===== src/rtl/postfix_regex_nfa_builder_defines.svh =====
// Assertion macros for the builder's top-level RTL file.
// Each macro expects i_clk in its scope; PRNB_ASSERT_NOW also expects i_rst_n.
`ifndef POSTFIX_REGEX_NFA_BUILDER_DEFINES_SVH
`define POSTFIX_REGEX_NFA_BUILDER_DEFINES_SVH

// Implication in the same cycle, checked outside reset.
`define PRNB_ASSERT_NOW(name, ante, cons, msg) \
    name: assert property (@(posedge i_clk) disable iff (!i_rst_n) (ante) |-> (cons)) \
        else $error(msg);

// Implication in the next cycle, also checked across reset.
`define PRNB_ASSERT_NEXT(name, ante, cons, msg) \
    name: assert property (@(posedge i_clk) (ante) |=> (cons)) else $error(msg);

`endif


===== src/rtl/prnb_pkg.sv =====
// Shared types and constants for the postfix regular expression NFA builder.
// No dependencies; the front, queue, back and top files import this package.
package prnb_pkg;

    localparam int MAX_STATES  = 256;
    localparam int STACK_DEPTH = 64;
    localparam int QUEUE_DEPTH = 4;

    localparam int STATE_W = $clog2(MAX_STATES);
    localparam int NEXT_W  = $clog2(MAX_STATES + 1);
    localparam int CNT_W   = $clog2(STACK_DEPTH + 1);
    localparam int SP_W    = $clog2(STACK_DEPTH);
    localparam int QP_W    = $clog2(QUEUE_DEPTH);
    localparam int QC_W    = $clog2(QUEUE_DEPTH + 1);

    localparam logic [7:0] CH_EPS    = 8'd36;
    localparam logic [7:0] CH_STAR   = 8'd42;
    localparam logic [7:0] CH_UNION  = 8'd43;
    localparam logic [7:0] CH_CONCAT = 8'd44;
    localparam logic [7:0] CH_SKIP   = 8'd46;
    localparam logic [7:0] CH_DIG_LO = 8'd48;
    localparam logic [7:0] CH_DIG_HI = 8'd57;
    localparam logic [7:0] CH_UC_LO  = 8'd65;
    localparam logic [7:0] CH_UC_HI  = 8'd90;
    localparam logic [7:0] CH_LC_LO  = 8'd97;
    localparam logic [7:0] CH_LC_HI  = 8'd122;

    localparam logic [2:0] K_WRITE = 3'd0;
    localparam logic [2:0] K_DONE  = 3'd1;
    localparam logic [2:0] K_BAD   = 3'd2;
    localparam logic [2:0] K_UNDER = 3'd3;
    localparam logic [2:0] K_CAP   = 3'd4;

    typedef enum logic [2:0] {
        OP_OPND     = 3'd0,
        OP_STAR     = 3'd1,
        OP_UNION    = 3'd2,
        OP_CONCAT   = 3'd3,
        OP_SKIPLAST = 3'd4,
        OP_ERR      = 3'd5
    } t_op;

    typedef struct packed {
        t_op                op;
        logic [7:0]         tok;
        logic [STATE_W-1:0] n;
        logic [CNT_W-1:0]   count;
        logic               last;
        logic [2:0]         err;
    } t_cmd;

    // The flag is set when the end state's first slot is already taken.
    typedef struct packed {
        logic [STATE_W-1:0] s;
        logic [STATE_W-1:0] e;
        logic               f;
    } t_frag;

endpackage


===== src/rtl/prnb_ram.sv =====
// Generic single-write, single-read RAM with a registered read port.
// No dependencies.
module prnb_ram #(
    parameter int WIDTH = 8,
    parameter int DEPTH = 16
) (
    input  logic                     i_clk,
    input  logic                     i_we,
    input  logic [$clog2(DEPTH)-1:0] i_waddr,
    input  logic [WIDTH-1:0]         i_wdata,
    input  logic                     i_re,
    input  logic [$clog2(DEPTH)-1:0] i_raddr,
    output logic [WIDTH-1:0]         o_rdata
);

    logic [WIDTH-1:0] r_mem [DEPTH];
    logic [WIDTH-1:0] r_rdata;

    always_ff @(posedge i_clk) begin
        if (i_we) begin
            r_mem[i_waddr] <= i_wdata;
        end
        if (i_re) begin
            r_rdata <= r_mem[i_raddr];
        end
    end

    assign o_rdata = r_rdata;

endmodule


===== src/rtl/prnb_fifo.sv =====
// Short command queue between the front and back parts of the builder.
// Depends on prnb_pkg for the command type and depth.
module prnb_fifo import prnb_pkg::*; (
    input  logic i_clk,
    input  logic i_rst_n,
    input  logic i_wr,
    input  t_cmd i_wdata,
    input  logic i_rd,
    output t_cmd o_rdata,
    output logic o_empty,
    output logic o_full
);

    t_cmd            r_q [QUEUE_DEPTH];
    logic [QP_W-1:0] r_wp, n_wp;
    logic [QP_W-1:0] r_rp, n_rp;
    logic [QC_W-1:0] r_cnt, n_cnt;

    always_comb begin
        n_wp  = r_wp;
        n_rp  = r_rp;
        n_cnt = r_cnt;
        if (i_wr) begin
            n_wp = r_wp + QP_W'(1);
        end
        if (i_rd) begin
            n_rp = r_rp + QP_W'(1);
        end
        if (i_wr && !i_rd) begin
            n_cnt = r_cnt + QC_W'(1);
        end else if (!i_wr && i_rd) begin
            n_cnt = r_cnt - QC_W'(1);
        end
    end

    always_ff @(posedge i_clk) begin
        if (!i_rst_n) begin
            r_wp  <= '0;
            r_rp  <= '0;
            r_cnt <= '0;
        end else begin
            r_wp  <= n_wp;
            r_rp  <= n_rp;
            r_cnt <= n_cnt;
        end
    end

    always_ff @(posedge i_clk) begin
        if (i_wr) begin
            r_q[r_wp] <= i_wdata;
        end
    end

    assign o_rdata = r_q[r_rp];
    assign o_empty = (r_cnt == '0);
    assign o_full  = (r_cnt == QC_W'(QUEUE_DEPTH));

endmodule


===== src/rtl/prnb_front.sv =====
// Front part: classifies each token, tracks stack depth and state numbering,
// detects errors and issues commands to the queue. Depends on prnb_pkg.
module prnb_front import prnb_pkg::*; (
    input  logic       i_clk,
    input  logic       i_rst_n,
    input  logic       i_accept,
    input  logic [7:0] i_token,
    input  logic       i_is_last,
    output logic       o_wr,
    output t_cmd       o_cmd
);

    logic [CNT_W-1:0]  r_count, n_count;
    logic [NEXT_W-1:0] r_next, n_next;
    logic              r_discard, n_discard;

    logic       w_opnd, w_star, w_union, w_concat, w_skip;
    logic       w_room;
    logic [2:0] w_err;

    always_comb begin
        w_opnd   = i_token inside {CH_EPS, [CH_DIG_LO:CH_DIG_HI], [CH_UC_LO:CH_UC_HI],
                                   [CH_LC_LO:CH_LC_HI]};
        w_star   = (i_token == CH_STAR);
        w_union  = (i_token == CH_UNION);
        w_concat = (i_token == CH_CONCAT);
        w_skip   = (i_token == CH_SKIP);
        w_room   = (r_next <= NEXT_W'(MAX_STATES - 2));
    end

    always_comb begin
        n_count   = r_count;
        n_next    = r_next;
        n_discard = r_discard;
        o_wr      = 1'b0;
        w_err     = K_WRITE;
        o_cmd.op    = OP_ERR;
        o_cmd.tok   = i_token;
        o_cmd.n     = r_next[STATE_W-1:0];
        o_cmd.count = r_count;
        o_cmd.last  = i_is_last;
        o_cmd.err   = K_WRITE;
        if (i_accept) begin
            if (r_discard) begin
                if (i_is_last) begin
                    n_count   = '0;
                    n_next    = '0;
                    n_discard = 1'b0;
                end
            end else begin
                if (w_opnd) begin
                    if (r_count >= CNT_W'(STACK_DEPTH) || !w_room) begin
                        w_err = K_CAP;
                    end
                end else if (w_star) begin
                    if (r_count < CNT_W'(1)) begin
                        w_err = K_UNDER;
                    end else if (!w_room) begin
                        w_err = K_CAP;
                    end
                end else if (w_union) begin
                    if (r_count < CNT_W'(2)) begin
                        w_err = K_UNDER;
                    end else if (!w_room) begin
                        w_err = K_CAP;
                    end
                end else if (w_concat) begin
                    if (r_count < CNT_W'(2)) begin
                        w_err = K_UNDER;
                    end
                end else if (!w_skip) begin
                    w_err = K_BAD;
                end

                if (w_err == K_WRITE) begin
                    if (w_opnd) begin
                        o_wr     = 1'b1;
                        o_cmd.op = OP_OPND;
                        n_count  = r_count + CNT_W'(1);
                        n_next   = r_next + NEXT_W'(2);
                    end else if (w_star) begin
                        o_wr     = 1'b1;
                        o_cmd.op = OP_STAR;
                        n_next   = r_next + NEXT_W'(2);
                    end else if (w_union) begin
                        o_wr     = 1'b1;
                        o_cmd.op = OP_UNION;
                        n_count  = r_count - CNT_W'(1);
                        n_next   = r_next + NEXT_W'(2);
                    end else if (w_concat) begin
                        o_wr     = 1'b1;
                        o_cmd.op = OP_CONCAT;
                        n_count  = r_count - CNT_W'(1);
                    end else if (i_is_last) begin
                        if (r_count == '0) begin
                            w_err = K_UNDER;
                        end else begin
                            o_wr     = 1'b1;
                            o_cmd.op = OP_SKIPLAST;
                        end
                    end
                    if (w_err == K_WRITE && i_is_last) begin
                        n_count = '0;
                        n_next  = '0;
                    end
                end

                if (w_err != K_WRITE) begin
                    o_wr      = 1'b1;
                    o_cmd.op  = OP_ERR;
                    o_cmd.err = w_err;
                    n_count   = r_count;
                    n_next    = r_next;
                    if (i_is_last) begin
                        n_count = '0;
                        n_next  = '0;
                    end else begin
                        n_discard = 1'b1;
                    end
                end
            end
        end
    end

    always_ff @(posedge i_clk) begin
        if (!i_rst_n) begin
            r_count   <= '0;
            r_next    <= '0;
            r_discard <= 1'b0;
        end else begin
            r_count   <= n_count;
            r_next    <= n_next;
            r_discard <= n_discard;
        end
    end

endmodule


===== src/rtl/prnb_back.sv =====
// Back part: executes queued commands, keeps the fragment stack (top in a
// register, the rest in RAM) and, unless the output is stalled, emits one result
// per cycle into the output register. Depends on prnb_pkg and prnb_ram.
module prnb_back import prnb_pkg::*; (
    input  logic               i_clk,
    input  logic               i_rst_n,
    input  logic               i_empty,
    input  t_cmd               i_cmd,
    output logic               o_rd,
    output logic               o_out_valid,
    input  logic               i_out_stall,
    output logic [2:0]         o_kind,
    output logic [STATE_W-1:0] o_from_state,
    output logic [7:0]         o_label,
    output logic [STATE_W-1:0] o_target_state,
    output logic               o_slot,
    output logic               o_run_end
);

    typedef enum logic [1:0] {
        BS_IDLE = 2'b01,
        BS_RUN  = 2'b10
    } t_bstate;

    t_bstate r_bst, n_bst;
    t_cmd    r_cmd;
    logic [2:0] r_step;
    t_frag   r_top;
    logic    r_byp;
    t_frag   r_byp_data;

    logic               r_out_valid;
    logic [2:0]         r_kind;
    logic [STATE_W-1:0] r_from;
    logic [7:0]         r_label;
    logic [STATE_W-1:0] r_target;
    logic               r_slot;
    logic               r_run_end;

    logic [$bits(t_frag)-1:0] w_rdata;
    t_frag              w_sec, w_new_top;
    logic [STATE_W-1:0] w_n1;
    logic [2:0]         w_nw, w_last_step;
    logic               w_done_step, w_out_free, w_emit, w_fin, w_load;
    logic               w_we, w_re;
    logic [SP_W-1:0]    w_waddr, w_raddr;
    logic [CNT_W-1:0]   w_wcnt, w_rcnt;
    logic [2:0]         w_kind;
    logic [STATE_W-1:0] w_from, w_target;
    logic [7:0]         w_label;
    logic               w_slot;

    assign w_sec = r_byp ? r_byp_data : t_frag'(w_rdata);
    assign w_n1  = r_cmd.n + STATE_W'(1);

    always_comb begin
        case (r_cmd.op)
            OP_OPND:   w_nw = 3'd1;
            OP_STAR:   w_nw = 3'd4;
            OP_UNION:  w_nw = 3'd4;
            OP_CONCAT: w_nw = 3'd1;
            default:   w_nw = 3'd0;
        endcase
        if (r_cmd.op == OP_ERR) begin
            w_last_step = 3'd0;
        end else begin
            w_last_step = w_nw + {2'b00, r_cmd.last} - 3'd1;
        end
        w_done_step = (r_cmd.op != OP_ERR) && (r_step == w_nw);
    end

    always_comb begin
        case (r_cmd.op)
            OP_OPND:   w_new_top = '{s: r_cmd.n, e: w_n1, f: 1'b0};
            OP_STAR:   w_new_top = '{s: r_cmd.n, e: w_n1, f: 1'b1};
            OP_UNION:  w_new_top = '{s: r_cmd.n, e: w_n1, f: 1'b0};
            OP_CONCAT: w_new_top = '{s: w_sec.s, e: r_top.e, f: r_top.f};
            default:   w_new_top = r_top;
        endcase
    end

    always_comb begin
        w_kind   = K_WRITE;
        w_from   = r_cmd.n;
        w_label  = CH_EPS;
        w_target = w_n1;
        w_slot   = 1'b0;
        if (w_done_step) begin
            w_kind   = K_DONE;
            w_from   = w_new_top.s;
            w_label  = 8'd0;
            w_target = w_new_top.e;
        end else begin
            case (r_cmd.op)
                OP_OPND: begin
                    w_label = r_cmd.tok;
                end
                OP_STAR: begin
                    case (r_step)
                        3'd0: w_target = r_top.s;
                        3'd1: w_slot = 1'b1;
                        3'd2: begin
                            w_from = r_top.e;
                            w_slot = r_top.f;
                        end
                        default: begin
                            w_from   = w_n1;
                            w_target = r_cmd.n;
                        end
                    endcase
                end
                OP_UNION: begin
                    case (r_step)
                        3'd0: w_target = r_top.s;
                        3'd1: begin
                            w_target = w_sec.s;
                            w_slot   = 1'b1;
                        end
                        3'd2: begin
                            w_from = r_top.e;
                            w_slot = r_top.f;
                        end
                        default: begin
                            w_from = w_sec.e;
                            w_slot = w_sec.f;
                        end
                    endcase
                end
                OP_CONCAT: begin
                    w_from   = w_sec.e;
                    w_target = r_top.s;
                    w_slot   = w_sec.f;
                end
                default: begin
                    w_kind   = r_cmd.err;
                    w_from   = '0;
                    w_label  = r_cmd.tok;
                    w_target = '0;
                end
            endcase
        end
    end

    assign w_out_free = !r_out_valid || !i_out_stall;
    assign w_emit     = (r_bst == BS_RUN) && w_out_free;
    assign w_fin      = w_emit && (r_step == w_last_step);
    assign w_load     = !i_empty && ((r_bst == BS_IDLE) || w_fin);
    assign o_rd       = w_load;

    // The old top moves into RAM when an operand pushes over a non-empty stack.
    assign w_wcnt  = r_cmd.count - CNT_W'(1);
    assign w_waddr = w_wcnt[SP_W-1:0];
    assign w_we    = w_fin && (r_cmd.op == OP_OPND) && (r_cmd.count != '0);
    assign w_rcnt  = i_cmd.count - CNT_W'(2);
    assign w_raddr = w_rcnt[SP_W-1:0];
    assign w_re    = w_load && (i_cmd.op == OP_UNION || i_cmd.op == OP_CONCAT);

    prnb_ram #(
        .WIDTH ($bits(t_frag)),
        .DEPTH (STACK_DEPTH)
    ) u_stack (
        .i_clk   (i_clk),
        .i_we    (w_we),
        .i_waddr (w_waddr),
        .i_wdata (r_top),
        .i_re    (w_re),
        .i_raddr (w_raddr),
        .o_rdata (w_rdata)
    );

    always_comb begin
        n_bst = r_bst;
        if (w_load) begin
            n_bst = BS_RUN;
        end else if (w_fin) begin
            n_bst = BS_IDLE;
        end
    end

    always_ff @(posedge i_clk) begin
        if (!i_rst_n) begin
            r_bst       <= BS_IDLE;
            r_step      <= '0;
            r_out_valid <= 1'b0;
            r_byp       <= 1'b0;
        end else begin
            r_bst <= n_bst;
            if (w_load) begin
                r_step <= '0;
            end else if (w_emit) begin
                r_step <= r_step + 3'd1;
            end
            if (w_emit) begin
                r_out_valid <= 1'b1;
            end else if (!i_out_stall) begin
                r_out_valid <= 1'b0;
            end
            if (w_re) begin
                r_byp <= w_we && (w_waddr == w_raddr);
            end
        end
    end

    always_ff @(posedge i_clk) begin
        if (w_load) begin
            r_cmd <= i_cmd;
        end
        if (w_fin) begin
            r_top <= w_new_top;
        end
        if (w_re) begin
            r_byp_data <= r_top;
        end
        if (w_emit) begin
            r_kind    <= w_kind;
            r_from    <= w_from;
            r_label   <= w_label;
            r_target  <= w_target;
            r_slot    <= w_slot;
            r_run_end <= (r_step == w_last_step);
        end
    end

    assign o_out_valid    = r_out_valid;
    assign o_kind         = r_kind;
    assign o_from_state   = r_from;
    assign o_label        = r_label;
    assign o_target_state = r_target;
    assign o_slot         = r_slot;
    assign o_run_end      = r_run_end;

endmodule


===== src/rtl/postfix_regex_nfa_builder.sv =====
// Top level of the postfix regular expression to epsilon-NFA builder.
// Depends on prnb_pkg, prnb_front, prnb_fifo, prnb_back and the defines header.
//
//   channel   direction  handshake                payload
//   input     in         i_in_valid / o_in_stall  i_token, i_is_last
//   output    out        o_out_valid / i_out_stall o_kind, o_from_state, o_label,
//                                                 o_target_state, o_slot, o_run_end
//
// An operand or concatenation yields one result in the back part, a star or union
// four, and a last token one more for its done result; an error yields one.
// Unless stalled, the back part emits one result per cycle; result counts set the rate.
// Reset is synchronous and clears all control state; no clearing pass is needed.
// o_in_stall rises only when the four-entry command queue is full.
`include "postfix_regex_nfa_builder_defines.svh"

module postfix_regex_nfa_builder import prnb_pkg::*; (
    input  logic               i_clk,
    input  logic               i_rst_n,
    input  logic               i_in_valid,
    output logic               o_in_stall,
    input  logic [7:0]         i_token,
    input  logic               i_is_last,
    output logic               o_out_valid,
    input  logic               i_out_stall,
    output logic [2:0]         o_kind,
    output logic [STATE_W-1:0] o_from_state,
    output logic [7:0]         o_label,
    output logic [STATE_W-1:0] o_target_state,
    output logic               o_slot,
    output logic               o_run_end
);

    logic w_accept, w_wr, w_rd, w_empty, w_full;
    t_cmd w_wcmd, w_rcmd;

    assign o_in_stall = w_full;
    assign w_accept   = i_in_valid && !w_full;

    prnb_front u_front (
        .i_clk     (i_clk),
        .i_rst_n   (i_rst_n),
        .i_accept  (w_accept),
        .i_token   (i_token),
        .i_is_last (i_is_last),
        .o_wr      (w_wr),
        .o_cmd     (w_wcmd)
    );

    prnb_fifo u_queue (
        .i_clk   (i_clk),
        .i_rst_n (i_rst_n),
        .i_wr    (w_wr),
        .i_wdata (w_wcmd),
        .i_rd    (w_rd),
        .o_rdata (w_rcmd),
        .o_empty (w_empty),
        .o_full  (w_full)
    );

    prnb_back u_back (
        .i_clk          (i_clk),
        .i_rst_n        (i_rst_n),
        .i_empty        (w_empty),
        .i_cmd          (w_rcmd),
        .o_rd           (w_rd),
        .o_out_valid    (o_out_valid),
        .i_out_stall    (i_out_stall),
        .o_kind         (o_kind),
        .o_from_state   (o_from_state),
        .o_label        (o_label),
        .o_target_state (o_target_state),
        .o_slot         (o_slot),
        .o_run_end      (o_run_end)
    );

    `PRNB_ASSERT_NOW(a_no_write_when_full, w_wr, !w_full, "command written into a full queue")
    `PRNB_ASSERT_NOW(a_end_on_final, o_out_valid && o_kind != K_WRITE, o_run_end, "done or error result without run end")
    `PRNB_ASSERT_NEXT(a_reset_clears_out, !i_rst_n, !o_out_valid, "result valid straight after reset")

endmodule

===== config.mk =====
export PLATFORM = sky130hd
export DESIGN_NAME = postfix_regex_nfa_builder
export DESIGN_NICKNAME = d
export VERILOG_FILES = /design/src/rtl/prnb_pkg.sv /design/src/rtl/prnb_ram.sv /design/src/rtl/prnb_fifo.sv /design/src/rtl/prnb_front.sv /design/src/rtl/prnb_back.sv /design/src/rtl/postfix_regex_nfa_builder.sv
export VERILOG_INCLUDE_DIRS = /design/src /design/src/rtl
export SDC_FILE = /design/constraint.sdc
export NUM_CORES = 2
export LEC_CHECK = 0
export ABC_AREA = 0
export ABC_CLOCK_PERIOD_IN_PS = 8100
export BUFFER_PORTS_ARGS = -buffer_cell sky130_fd_sc_hd__buf_2
export CAP_MARGIN = 20
export CORE_ASPECT_RATIO = 0.7
export CORE_UTILIZATION = 35
export DETAILED_ROUTE_END_ITERATION = 7
export PLACE_DENSITY = 0.47
export RECOVER_POWER = 50
export SLEW_MARGIN = 20
export SYNTH_ARGS = -nofsm -noshare
export SYNTH_HDL_FRONTEND = slang
export SYNTH_SLANG_ARGS = --single-unit

===== constraint.sdc =====
create_clock -name i_clk -period 8.1 [get_ports i_clk]
set_input_delay 2.43 -clock i_clk [delete_from_list [all_inputs] [get_ports i_clk]]
set_output_delay 2.43 -clock i_clk [all_outputs]
set_load 0.05 [all_outputs]

---- Yosys cells after proc, flatten, opt, wreduce, memory -nomap -nowiden ----
Memories as Yosys holds them, arrays and structs flattened. A register that Yosys moved wholly into a read port is not among the register bits.
Index checks and enable logic that the tools add are counted.
storage, ports and cells
  register bits ........................... 124
  bits in writable memories ............... 1208
  input bits .............................. 13
  output and inout bits ................... 31
  word-level logic and storage cells ...... 229
  memories kept ........................... 2
memory list
  name                  words  width  rd ports  clocked after memory_dff  wr ports  RTL line         source
  u_back.u_stack.r_mem  64     17     1         1                         1         prnb_ram.sv:16   logic [WIDTH-1:0] r_mem [DEPTH];
  u_queue.r_q           4      30     1         1                         1         prnb_fifo.sv:14  t_cmd r_q [QUEUE_DEPTH];
operators by class
  $add $sub $neg .......................... 13
  magnitude comparators ................... 10
  equality and inequality tests ........... 22
  muxes and demuxes ....................... 96
  bitwise gates (word level) .............. 2
  reduce and logical (&&, ||, !) cells .... 54
operator list
  operator                                                                              number
  3-bit 2-to-1 mux                                                                      37
  9-bit 2-to-1 mux                                                                      8
  8-bit one-hot mux with 2 select lines                                                 4
  8-bit one-hot mux with 4 select lines                                                 2
  7-bit 2-to-1 mux                                                                      9
  17-bit one-hot mux with 3 select lines                                                1
  8-bit by 6-bit == test with 1-bit output (second input constant)                      5
  1-bit 2-to-1 mux                                                                      21
  17-bit 2-to-1 mux                                                                     1
  8-bit by 7-bit greater-or-equal comparator with 1-bit output (second input constant)  2
  8-bit by 7-bit <= comparator with 1-bit output (second input constant)                2
  8-bit 2-to-1 mux                                                                      2
  3-bit by 2-bit == test with 1-bit output (second input constant)                      5
  1-bit logical AND                                                                     15
  3-bit logical NOT                                                                     5
  2-bit 2-to-1 mux                                                                      6
  6-bit nonzero test                                                                    2
  2-bit OR reduction                                                                    6
  9-bit by 2-bit adder with 9-bit output (second input constant)                        1
  9-bit by 8-bit <= comparator with 1-bit output (second input constant)                1
  8-bit by 1-bit adder with 8-bit output (second input constant)                        1
  8-bit by 6-bit greater-or-equal comparator with 1-bit output (second input constant)  1
  8-bit by 6-bit <= comparator with 1-bit output (second input constant)                1
  4-bit OR reduction                                                                    2
  other kinds (36)                                                                      57

---- Logic depth before layout (Yosys ltp) ----
  depth in word-level cells ............... 28
  mapped depth ............................ 19
  gate-level depth less buffers ........... 15

---- Cells and area by module ----
From an unflattened synthesis, not the netlist that was laid out.
second synthesis, totals
  cells, all modules ...................... 2717
  area total of the unflattened synthesis .. 53745.3 µm²
modules (own cells, without submodules)
  module                     instances  cells each  area an instance (µm²)  sequential area each (µm²)
  prnb_ram                   1          1875        42288.1                 33181.8
  prnb_back                  1          457         5122.4                  2932.8
  prnb_fifo                  1          199         4773.3                  3783.6
  prnb_front                 1          185         1547.7                  340.3
  postfix_regex_nfa_builder  1          1           13.8                    0.0

---- Least setup slack after synthesis ----
OpenSTA, ideal clock, no wires.
  path kind ............................... input to register
  start ................................... in i_out_stall
  end ..................................... reg u_back.r_byp_data[0] in the netlist's numbering, enable pin
  library setup time ...................... 0.394 ns
  arrival ................................. 6.612 ns
  data required time ...................... 7.706 ns
  slack ................................... 1.094 ns
  stages .................................. 6
  path buffers ............................ 1
  cell sequence ........................... a21oi_1 -> or4b_1 -> buf_2 -> a21o_1 -> inv_1 -> and2_1
between the ends
  word-level cells in the longest chain between the ends .. 7
RTL lines
  what                     RTL line                         source
  from (decl)              postfix_regex_nfa_builder.sv:24  input logic i_out_stall,
  1-bit logical NOT        prnb_back.sv:144                 assign w_out_free = !r_out_valid || !i_out_stall;
  1-bit logical OR         prnb_back.sv:144
  1-bit logical AND        prnb_back.sv:145                 assign w_emit = (r_bst == BS_RUN) && w_out_free;
  1-bit logical AND        prnb_back.sv:146                 assign w_fin = w_emit && (r_step == w_last_step);
  1-bit logical OR         prnb_back.sv:147                 assign w_load = !i_empty && ((r_bst == BS_IDLE) || w_fin);
  1-bit logical AND        prnb_back.sv:147
  1-bit logical AND        prnb_back.sv:156                 assign w_re = w_load && (i_cmd.op == OP_UNION || i_cmd.op == OP_CONCAT);
  via u_back.u_stack.i_re  prnb_ram.sv:11                   input logic i_re,
  to (signal assigned)     prnb_back.sv:212                 r_byp_data <= r_top;
  to (decl)                prnb_back.sv:30                  t_frag r_byp_data;
The timed path passes the listed nets, and every way through them passes these cells.
A chain may end at the register's enable or synchronous reset.

---- Final worst setup path ----
  start ................................... reg u_back.r_cmd[28] in the netlist's numbering
  end ..................................... mem u_back.u_stack.r_mem[4][2] in the netlist's numbering, enable pin
between the ends
  word-level cells in the longest chain between the ends .. 12
  elaborated cells between the ends (all ways) .. 17
  classes of those cells .................. add/sub (2); eq/ne (5); mux (4); reduce/logical (6)
RTL lines
  what                                                              RTL line          source
  from (decl)                                                       prnb_back.sv:26   t_cmd r_cmd;
  from (signal assigned)                                            prnb_back.sv:206  r_cmd <= i_cmd;
  3-bit by 2-bit == test with 1-bit output (tied with other cells)  prnb_back.sv:57   case (r_cmd.op)
  2-bit OR reduction (no source line)                               n/a
  3-bit one-hot mux with 2 select lines                             prnb_back.sv:57
  3-bit by 1-bit adder with 3-bit output                            prnb_back.sv:67   w_last_step = w_nw + {2'b00, r_cmd.last} - 3'd1;
  3-bit by 1-bit subtractor with 3-bit output                       prnb_back.sv:67
  3-bit 2-to-1 mux                                                  prnb_back.sv:64   if (r_cmd.op == OP_ERR) begin
  3-bit == test                                                     prnb_back.sv:146
  1-bit logical AND                                                 prnb_back.sv:146
  1-bit logical AND (*) (2 in series)                               prnb_back.sv:153  assign w_we = w_fin && (r_cmd.op == OP_OPND) && (r_cmd.count != '0);
  1-bit 2-to-1 mux (*)                                              prnb_ram.sv:20    if (i_we) begin
  1-bit 2-to-1 mux (implied by the code) (*)                        prnb_ram.sv:21    r_mem[i_waddr] <= i_wdata;
  to (decl)                                                         prnb_ram.sv:16
Mark *: on every way between the ends. The rest lies on a longest branch, timed or not.

==> impl_metrics.env <==
export IMPL_syn2layout_area_growth_pct=12.9
export IMPL_synth_edf_count=1318
export IMPL_yosysUniqueCellTypes=78
export IMPL_slew_viol_final=1159
export IMPL_die_h_microns=332
export IMPL_cp_end_kind="flip-flop"
export IMPL_slew_headroom_pct=-173
export IMPL_required_ns=8.47
export IMPL_yosys_area_top_type_share_pct=72.6
export IMPL_setup_violations_final=0
export IMPL_drt_pass1_iterations=7
export IMPL_yosys_top_cells_area="edfxtp_1 (73%), mux4_2 (5.0%), nand2_1 (3.7%)"
export IMPL_place_hpwl_microns=102000
export IMPL_leakage_nw=19.6
export IMPL_use_met1_pct=33.7
export IMPL_violations="max-capacitance violations, max-slew violations"
export IMPL_final_setup_tns_ns=0
export IMPL_htree_levels=4
export IMPL_crit_path_max_fanout=24
export IMPL_grt_max_degree=134
export IMPL_grt_pass1_vias=29729
export IMPL_setup_ws_ns=1.82
export IMPL_antenna_found_initial=8
export IMPL_vias_per_cell=5.49
export IMPL_grt_busiest_layer="met1"
export IMPL_hold_violations=0
export IMPL_pwr_share_clk_pct=30.0
export IMPL_routed_wl_microns=163000
export IMPL_use_met2_pct=26.4
export IMPL_clkTransAtPathRegs_ns=0.06
export IMPL_syn_nets=3510
export IMPL_ant_nets=0
export IMPL_seq_power_share_pct=39.5
export IMPL_avgRoutedWirePerCell_microns=28.3
export IMPL_core_area_sq_mm=0.154
export IMPL_switching_share_pct=36.1
export IMPL_ioPinCount=44
export IMPL_powerDensity_mw_per_mm2=339
export IMPL_synth_area_sq_mm=0.0546
export IMPL_worstPathArrival_ns=6.65
export IMPL_route_detailed_drc=0
export IMPL_die_w_microns=474
export IMPL_start_util_pct=35.5
export IMPL_layout_worst_path_cycle_share_pct=77.5
export IMPL_fin_crit_ns=6.28
export IMPL_final_util_pct=40.1
export IMPL_tightest_slew_ns=4.09
export IMPL_root_buffer="clkbuf_16"
export IMPL_postSynthCellCount=3479
export IMPL_io_buffers=43
export IMPL_rsz0062_at_grt="false"
export IMPL_clk_latency_ns=0.77
export IMPL_whs_ns=0.481
export IMPL_status="finished with violations"
export IMPL_ys_async_sr_fraction_pct=0
export IMPL_ys_seq_elements=1351
export IMPL_critPathLaunchType="flip-flop"
export IMPL_clockBufferDepth=3
export IMPL_clock_fmax_mhz=159
export IMPL_routabilityCongestion=0.906
export IMPL_grt_use_total_pct=20.5
export IMPL_p_switching_mw=7.53
export IMPL_cts_tree="yes"
export IMPL_rows=120
export IMPL_cts_sinks=1351
export IMPL_detailedPlace_worstSlack_ns=1.95
export IMPL_p_int_mw=13.3
export IMPL_synth_avg_cell_area_sq_um=15.7
export IMPL_postCtsResizedCells=0
export IMPL_drv_cap=29
export IMPL_grt_first_pass_wirelength_microns=229000
export IMPL_yosysTopAreaCell="edfxtp_1"
export IMPL_ctsHoldBuffers=0
export IMPL_synth_ff_type="edfxtp_1"
export IMPL_numCtsBuffers=134
export IMPL_dieArea_sq_mm=0.157
export IMPL_finalPower_mw=20.9
export IMPL_grtUsageMet3_pct=5.79
export IMPL_seq_area_frac_synth_pct=73.8
export IMPL_overflow=0
export IMPL_nets=3594
export IMPL_ir_drop_uv=293
export IMPL_pwr_share_comb_pct=30.5
export IMPL_post_cts_buffers=0
export IMPL_drt_iter0_drc=4146
export IMPL_hold_path_class="flip-flop to flip-flop"
export IMPL_ff2ff_setup_slack_ns=1.82
export IMPL_drive_above_1_share_pct=13.2
export IMPL_vias=31508
export IMPL_synth_warnings=0
export IMPL_fin_worst_skew_ns=0.0295
export IMPL_critPathKind="flip-flop to flip-flop"
[registers in the layout (all words and copies together) (netlist names), 7 cells and up, named ones only]
name	count
u_back.o_from_state	8
u_back.o_label	8
u_back.o_target_state	8
u_back.r_byp_data	17
u_back.r_cmd	30
u_back.r_top	17
u_back.u_stack.o_rdata	17
u_back.u_stack.r_mem	1088
u_front.r_count	7
u_front.r_next	9
u_queue.r_q	120
[path summary, 6_finish.rpt]
| check | endpoint | start | cells after the start |
|---|---|---|---|
| hold reg to reg | u_front.r_next[8]$_SDFFE_PN0P_ | u_front.r_next[8]$_SDFFE_PN0P_ | 1 |
| hold / removal | u_front.r_next[8]$_SDFFE_PN0P_ | u_front.r_next[8]$_SDFFE_PN0P_ | 1 |
| setup reg to reg | u_back.u_stack.r_mem[4][2]$_DFFE_PP_ | u_back.r_cmd[28]$_DFFE_PP_ | 11 |
| setup / recovery | u_back.u_stack.r_mem[4][2]$_DFFE_PP_ | u_back.r_cmd[28]$_DFFE_PP_ | 11 |
[stage by stage]
| stage | instances | instance area [sq um] |
|---|---|---|
| after global routing | 5740 | 61600 |
| final | 5742 | 61600 |
| after floorplan | 3479 | 54600 |
| after CTS | 5740 | 61800 |
| after global placement | 5500 | 57400 |
| after detailed placement | 5501 | 57400 |
[routing by layer]
metal  part of all wire, %  wire length, microns
met1                    50                 81500
met2                    39                 63800
met3                   9.4                 15400
met4                   1.3                  2090
met5                     0                     0
[cells in the mapped netlist (all sizes together), types with 18 or more instances]
library cell and count:
nand3 123, a31oi 38, a22oi 83, nor2 127, a221oi 24, a21oi 136, mux4 121, nor3 25
edfxtp 1318, mux2i 142, nand4 35, inv 31, buf 105, nor2b 60, o21ai 106, clkbuf 95
and4 18, a32oi 50, xnor2 20, nand2 532, a211oi 53, dfxtp 33
[area by class of cell]
class | instances | area, sq um
multi-input combinational | 1896 | 13400
fill | 14187 | 92200
tap | 2074 | 2590
inverter | 32 | 135
timing repair buffer | 148 | 882
antenna | 2 | 5.00
clock inverter | 63 | 622
clock buffer | 176 | 3700
sequential | 1351 | 40200
[power by group through the flow]
stage	clock, mW	combinational, mW	sequential (mW)
final	6.25	6.37	8.25
after global routing	6.63	6.68	8.27
after CTS	6.38	6.29	8.23
after detailed placement	0	6.28	8.38
after global placement	0	6.28	8.37
after floorplan	0	3.63	8.38
[logic make-up (layout without fill, tap and decap cells)]
group	Yosys count	after routing	synth area share (%)
compound gates	578	578	7.09
xor+xnor	33	33	0.626
fa+ha+maj	18	18	0.427
buf+inv	232	419	2.00
flops	1351	1351	73.8
mux	269	269	7.74
other cells	0	2	0
simple gates	998	998	8.36
[worst max-delay path: stages, from the launching register on]
cell,delay [ns]
edfxtp_1,0.77
nand2_1,0.65
nor2_1,0.52
nor2_1,0.10
ha_1,0.29
xor2_1,0.17
o22ai_1,0.11
o21a_1,0.23
or4b_1,0.79
nor3_2,0.37
nand3_1,0.78
nor2_2,1.09
[cells in the final DEF, fill, tap and decap left out, types with 34 or more instances in the layout]
cell / instances
edfxtp_1: 1318
nand2_1: 532
mux2i_1: 140
clkbuf_16: 140
a21oi_1: 136
nand3_1: 123
mux4_2: 121
clkbuf_1: 103
o21ai_0: 102
a22oi_1: 83
nor2_1: 72
buf_4: 69
nor2b_1: 60
nor2_2: 52
a211oi_1: 52
a32oi_1: 50
a31oi_1: 38
nand4_1: 34
Power figures use the tool's default switching activity.
